===== src/rtl/wf_pkg.sv =====
// wf_pkg: shared types, constants and lookup tables for the wildfire cell update.
// No dependencies; used by wf_lane and wildfire_cell_next_state.
package wf_pkg;

  typedef enum logic [1:0] {
    CELL_BURNING = 2'd0,
    CELL_FUEL    = 2'd1,
    CELL_NOFUEL  = 2'd2,
    CELL_BURNT   = 2'd3
  } cell_state_t;

  localparam logic [15:0] WIND_RESET = 16'd7300;
  localparam logic [13:0] P0_Q14     = 14'd9503;
  localparam logic [14:0] P_ONE      = 15'd16384;
  localparam int unsigned NUM_LANES  = 8;

  // wind factor, Q1.14, at angle i*2048
  function automatic logic [14:0] pw_tab(input logic [4:0] i);
    logic [14:0] v;
    case (i)
      5'd0:    v = 15'd25695;
      5'd1:    v = 15'd25057;
      5'd2:    v = 15'd23257;
      5'd3:    v = 15'd20605;
      5'd4:    v = 15'd17507;
      5'd5:    v = 15'd14355;
      5'd6:    v = 15'd11446;
      5'd7:    v = 15'd8952;
      5'd8:    v = 15'd6933;
      5'd9:    v = 15'd5370;
      5'd10:   v = 15'd4200;
      5'd11:   v = 15'd3348;
      5'd12:   v = 15'd2746;
      5'd13:   v = 15'd2333;
      5'd14:   v = 15'd2067;
      5'd15:   v = 15'd1918;
      default: v = 15'd1871;
    endcase
    return v;
  endfunction

  // slope factor, Q1.14, at slope i*4096
  function automatic logic [14:0] ps_tab(input logic [3:0] i);
    logic [14:0] v;
    case (i)
      4'd0:    v = 15'd16384;
      4'd1:    v = 15'd16707;
      4'd2:    v = 15'd17036;
      4'd3:    v = 15'd17371;
      4'd4:    v = 15'd17713;
      4'd5:    v = 15'd18062;
      4'd6:    v = 15'd18418;
      4'd7:    v = 15'd18780;
      default: v = 15'd19150;
    endcase
    return v;
  endfunction

endpackage


===== src/rtl/wf_lane.sv =====
// wf_lane: ignition test for one neighbor direction (wind factor, probability
// chain, random compare). Depends on wf_pkg.
module wf_lane #(
  parameter int unsigned K           = 0,
  parameter int unsigned RANDOM_BITS = 16
) (
  input  logic        clk,
  input  logic        en,
  input  logic [15:0] wind,
  input  logic [15:0] base_s1,
  input  logic [14:0] ps_s2,
  input  logic [15:0] slot,
  output logic        hit_r
);
  import wf_pkg::*;

  localparam int unsigned RBU = (RANDOM_BITS < 16) ? RANDOM_BITS : 16;

  logic [15:0] d_raw, d_fold;
  logic [4:0]  idx;
  logic [10:0] frac;
  logic [14:0] t0, t1, pw_nxt, pw_r;
  logic [25:0] dprod;
  logic [15:0] slot1_r, slot2_r, slot3_r;
  logic [31:0] p1_full;
  logic [16:0] p1_r, p2_r;
  logic [31:0] p2_full;
  logic [30:0] p3_full;
  logic [16:0] p3;
  logic [14:0] psat;
  logic [RBU-1:0] rv;
  logic hit_nxt;

  always_comb begin
    d_raw  = {3'(K), 13'd0} - wind;
    d_fold = (d_raw > 16'd32768) ? 16'(17'd65536 - {1'b0, d_raw}) : d_raw;
    idx    = d_fold[15:11];
    frac   = d_fold[10:0];
    t0     = pw_tab(idx);
    t1     = pw_tab(5'(idx + 5'd1));
    dprod  = 26'(t0 - t1) * 26'(frac);
    pw_nxt = (idx >= 5'd16) ? pw_tab(5'd16) : 15'(t0 - 15'(dprod >> 11));
  end

  always_ff @(posedge clk) begin
    pw_r <= pw_nxt;
  end

  assign p1_full = 32'(base_s1) * 32'(pw_r);
  assign p2_full = 32'(p1_r) * 32'(ps_s2);
  assign p3_full = 31'(p2_r) * 31'(P0_Q14);
  assign p3      = 17'(p3_full >> 14);
  assign psat    = (p3 > 17'(P_ONE)) ? P_ONE : p3[14:0];
  assign rv      = slot3_r[15 -: RBU];
  assign hit_nxt = ((RBU+15)'({rv, 14'd0})) < ((RBU+15)'({psat, {RBU{1'b0}}}));

  always_ff @(posedge clk) begin
    if (en) begin
      slot1_r <= slot;
      slot2_r <= slot1_r;
      slot3_r <= slot2_r;
      p1_r    <= 17'(p1_full >> 14);
      p2_r    <= 17'(p2_full >> 14);
      hit_r   <= hit_nxt;
    end
  end

endmodule


===== config.mk =====
export PLATFORM = sky130hd
export DESIGN_NAME = wf_lane
export DESIGN_NICKNAME = d
export VERILOG_FILES = /design/src/rtl/wf_pkg.sv /design/src/rtl/wf_lane.sv
export SDC_FILE = /design/constraint.sdc
export NUM_CORES = 2
export LEC_CHECK = 0
export BUFFER_PORTS_ARGS = -buffer_cell sky130_fd_sc_hd__buf_2
export CORE_MARGIN = 5
export CORE_UTILIZATION = 44
export DETAILED_ROUTE_END_ITERATION = 7
export GPL_TIMING_DRIVEN = 0
export PLACE_DENSITY = 0.65
export SLEW_MARGIN = 20
export SYNTH_ARGS = -nofsm -noshare
export SYNTH_HDL_FRONTEND = slang
export SYNTH_SLANG_ARGS = --single-unit
export TNS_END_PERCENT = 5

===== constraint.sdc =====
create_clock -name clk -period 40.7 [get_ports clk]
set_input_delay 4.07 -clock clk [delete_from_list [all_inputs] [get_ports clk]]
set_output_delay 4.07 -clock clk [all_outputs]
set_load 0.02 [all_outputs]

Yosys cells after proc, flatten, opt, wreduce, memory -nomap -nowiden
Memories as Yosys holds them, arrays and structs flattened. Cells that the tools add are included.

Flip-flop bits (word level): 98. Latch bits: 0. RAM bits: 0. Memory bits (read-only): 480. Bits of input ports: 65. Output and inout bits: 1. Word-level logic and storage cells: 26. Memories: 2.

Add/subtract/negate cells: 5. $mul: 4. Divide/modulo/power cells: 0. Magnitude comparators: 4. Equality and inequality tests: 0. Shift-type cells: 0. Mux-type cells: 4. Bitwise logic cells: 0. Reduce and logical (&&, ||, !) cells: 0.

Memory list: (name not given) (depth 16, bits a word 15, rd ports 1, clocked after Yosys merged registers in 0, write ports 0, RTL line wf_pkg.sv:20) `case (i)`; (name not given) (depth 16, bits a word 15, rd ports 1, clocked after Yosys merged registers in 0, write ports 0, RTL line wf_pkg.sv:20).

Operator list (number): 15-bit 2-to-1 mux (3); 1-bit by 16-bit subtractor with 16-bit output, first input constant (2); 30-bit by 31-bit less-than comparator with 1-bit output (1); 16-bit by 15-bit multiplier with 31-bit output (1); 17-bit by 14-bit multiplier with 31-bit output, second input constant (1); 17-bit by 15-bit multiplier with 31-bit output (1); 16-bit by 12-bit multiplier with 26-bit output (1); 17-bit by 15-bit > comparator with 1-bit output, second input constant (1); 16-bit > comparator, second input constant (1); 16-bit 2-to-1 mux (1); 15-bit by 15-bit subtractor with 16-bit output (1); 15-bit subtractor (1); 5-bit by 1-bit adder with 5-bit output, second input constant (1); 5-bit greater-or-equal comparator, second input constant (1).

Logic depth before layout (Yosys ltp)
An unclocked memory read counts as a cell.

Depth in word-level cells: 9. Gate-level depth with buffers: 63. Mapped depth without buffers: 59.

Worst setup path after synthesis
Ideal clock, no wire load.

Path kind: input to register. From: input port wind[0]. To: register pw_r[14]. Setup time: 0.065 ns. Arrival time: 15.980 ns. Data required time: 40.635 ns. Slack: 24.655 ns. Stages: 60. Path through: clkbuf_1 -> inv_1 -> ha_1 -> nor2b_1 -> clkbuf_1 -> nand4b_1 -> xor2_1 -> nor3_1 -> a21boi_0 -> o22ai_1 -> clkbuf_1 -> ha_1 -> clkbuf_1 -> clkbuf_1 -> o21ai_0 -> a21oi_1 -> o21ai_0 -> ha_1 -> [24 not listed] -> nand2b_1 -> a21oi_1 -> o21a_1 -> o21a_1 -> or2_2 -> ha_1 -> nor3_1 -> o211ai_1 -> a31oi_1 -> nor2b_1 -> o21a_1 -> o21a_1 -> o21ai_0 -> nand2b_1 -> a31oi_1 -> xnor2_1 -> xor3_1 -> nor2_1.

Longest elaborated chain between the ends: 9.

Ends and longest elaborated chain: start, declared (RTL line wf_lane.sv:9) `input logic [15:0] wind,`; 1-bit by 16-bit subtractor with 16-bit output (*) (RTL line wf_lane.sv:35) `d_raw = {3'(K), 13'd0} - wind;`; 1-bit by 16-bit subtractor with 16-bit output or 16-bit > comparator (tied branches) (RTL line wf_lane.sv:36) `d_fold = (d_raw > 16'd32768) ? 16'(17'd65536 - {1'b0, d_raw}) : d_raw;`; 16-bit 2-to-1 mux (*) (RTL line wf_lane.sv:36); 5-bit by 1-bit adder with 5-bit output (RTL line wf_lane.sv:40) `t1 = pw_tab(5'(idx + 5'd1));`; memory read 16 x 15 bit; 15-bit 2-to-1 mux (RTL line wf_pkg.sv:20); 15-bit by 15-bit subtractor with 16-bit output (RTL line wf_lane.sv:41) `dprod = 26'(t0 - t1) * 26'(frac);`; 16-bit by 12-bit multiplier with 26-bit output (RTL line wf_lane.sv:41); 15-bit subtractor (RTL line wf_lane.sv:42) `pw_nxt = (idx >= 5'd16) ? pw_tab(5'd16) : 15'(t0 - 15'(dprod >> 11));`; end signal, assigned (RTL line wf_lane.sv:46) `pw_r <= pw_nxt;`; end, declared (RTL line wf_lane.sv:22) `logic [14:0] t0, t1, pw_nxt, pw_r;`.

Mark *: on every way between the ends. The rest lies on a longest branch, timed or not. A chain may end at the register's enable or synchronous reset.

Worst setup path in the final report
Same ends and word-level chain as after synthesis.

==> flow_summary.toml <==
[global_route]
global_route.overflow_total = 0
antenna_found_initial = 0
track_usage_pct = 19.4
grt_pass1_wl_mm = 122
grt_max_degree = 52
grt_pass1_vias = 23870

[floorplan]
core_area_mm2 = 0.0701
ios = 66
die_h_um = 276
die-area_mm2 = 0.0763
rows = 97
initial_utilization_pct = 44.5
fp.dieW_um = 276

[synthesis]
synth_cell_types = 78
synth_warnings = 0
synthesis.area_mm2 = 0.0312
synthTopCellsByArea = "fa_1 39%, ha_1 16%, inv_1 8.4%"
synth.avg_cell_area_um2 = 9.17
async_flop_share_pct = 0
synth_top_area_share_pct = 38.7
synth-edff-count = 77
synth_cells = 3401
synth-main-ff-cell = "edfxtp_1"
yosys.cell_count.top_type = "inv_1"
seq_area_frac_synth_pct = 8.37
syn_nets = 4474
ys_ff_latch = 92
synthTopCellsByCount = "696 x inv_1, 603 x fa_1, 489 x nand2_1"
yosys.area.top_type = "fa_1"

[timing]
finClkSkew_ns = 0.0250
fin_crit_ns = 18.72
rsz0062_at_grt = "false"
slew-limit-headroom_pct = 26.0
hold_viol_final = 0
drv_slew = 0
setup_slack_ns = 21.98
clock.fmax_mhz = 53.4
tightest_slew_ns = 1.10
fin_crit_sh_pct = 46.0
setup_violations = 0
tns_ns = 0

[clock_network]
clk_latency_ns = 0.40
cts_buffers = 9
htree_levels = 3
cts_setup_buffers = 0
cts_repair_resize_count = 0
clkSinkCount = 92
cts-root-buf = "clkbuf_16"
cts_hold_buf = 0
clkSlewWorstSetupHoldPaths_ns = 0.08
clk_path_buf_depth = 2
cts_tree = "done"

[placed_design]
place.gp.congestion = 0.929
place_ws_ns = 21.82
io_buffers = 54
dp_hpwl_mm = 61.7
placedCellCount = 4397

[detailed_routing]
detail_route.wl_per_cell_um = 16.4
antenna_left = 0
drc_errors = 0
wl_mm = 72.4
vias = 22622
dr.pass1.iters = 5
vias_per_cell = 5.13
drt_iter0_markers = 1208

[worst_setup_path]
cp.arrival_ns = 19.04
critPathKind = "in2reg"
startpoint_type = "input port"
required_ns = 41.02
cpLargestDelayFamily = "compound AO/OA/AOI/OAI gates"
critPathMaxStageDelay_ns = 0.62
end_kind = "flop"
crit_fanout = 12
timing.critical_path.buf_inv = 11
slowest_stage = "o22ai_1"

[cells_and_area]
layoutNonFillerInstCount = 4413
nNetsFinal = 4541
area_delta_synth_final_pct = 5.81
diodes = 0
drive_gt1_share_pct = 3.46
fillers = 6879
fin_util_pct = 47.1

[min_path]
hp-class = "reg2reg"

[run_status]
outcome = "finished, final reports clean"

[job]
cap_violations = 0
==> per-layer routing <==
metal,vias up,GRT usage (%),share of wire (%)
li1,10680,-,-
met1,11373,26.0,44
met2,485,34.3,50
met3,84,1.87,4.2
met4,0,4.16,1.7
met5,-,0,0
==> logic make-up after synthesis <==
group           count (synthesis)  synth area share (%)
compound gates                337                  7.27
xor+xnor                      130                  3.85
fa+ha+maj                    1008                  54.9
buf+inv                       812                  9.85
flops                          92                  8.37
mux                             5                 0.164
simple gates                 1017                  15.6
==> through the flow <==
stage / hold WS (ns) / instance area [µm²]
2_1_floorplan: 0.400 / 31200
4_1_cts: 0.414 / 33000
3_5_place_dp: 0.405 / 32700
3_3_place_gp: 0.404 / 32600
6_report: 0.410 / 33000
5_1_grt: 0.426 / 33000
==> placed cells by master (no fill, tap or decap), types with 6 or more instances in the layout <==
master,n
inv_1,696
fa_1,603
nand2_1,489
ha_1,405
and2_1,221
nor2_1,122
clkbuf_1,99
a21oi_1,82
xnor2_1,78
edfxtp_1,77
buf_2,62
o21ai_0,62
xor2_1,46
nor2b_1,39
a21o_1,37
nor3_1,35
o21a_1,26
nand3_1,25
nand2b_1,21
a31oi_1,16
dfxtp_1,15
or3_1,13
o211ai_1,13
and3_1,12
nand4_1,11
a211oi_1,10
or2_2,9
clkbuf_16,9
a21boi_0,8
a211o_1,7
o31ai_1,7
o21bai_1,6
==> flip-flops by register name, summed over array words and instances, names as in the netlist <==
signal,cells
p1_r,17
p2_r,17
pw_r,15
rv,14
slot1_r,14
slot2_r,14
hit_r,1
==> worst paths after layout <==
path | startpoint | to | slack, ns | cells past startpoint
hold / removal | slot2_r[8] | rv[8] | 0.41 | 0
hold reg to reg | slot2_r[8] | rv[8] | 0.41 | 0
setup reg to reg | p1_r[7] | p2_r[16] | 32.49 | 24
setup / recovery | wind[0] | pw_r[14] | 21.98 | 61
==> worst register-to-register path, stage by stage (launching register included) <==
cell	delay, ns
edfxtp_1	0.47
clkbuf_1	0.54
nand2_1	0.17
fa_1	0.57
inv_1	0.05
fa_1	0.45
fa_1	0.52
inv_1	0.05
fa_1	0.48
fa_1	0.49
inv_1	0.05
fa_1	0.44
ha_1	0.29
o2111a_1	0.26
a221oi_1	0.63
o21bai_1	0.14
a21oi_1	0.16
o31ai_1	0.13
a2111oi_0	0.71
o21ai_0	0.29
and4_1	0.28
nor2_1	0.18
o311ai_0	0.26
a21oi_1	0.26
xnor2_1	0.09
==> cell type report <==
type / instances / area (µm²) / share of cell area, %
Multi-Input combinational cell: 2497 / 25500 / 77.3
Buffer: 116 / 459 / 1.39
Timing Repair Buffer: 56 / 308 / 0.932
Inverter: 696 / 2610 / 7.91
Clock inverter: 7 / 97.6 / 0.296
Sequential cell: 92 / 2610 / 7.91
Tap cell: 940 / 1180 / 3.56
Clock buffer: 9 / 225 / 0.682
Power is not shown: default switching activity piles up to over one toggle a cycle in this logic, so the estimate is an artifact.
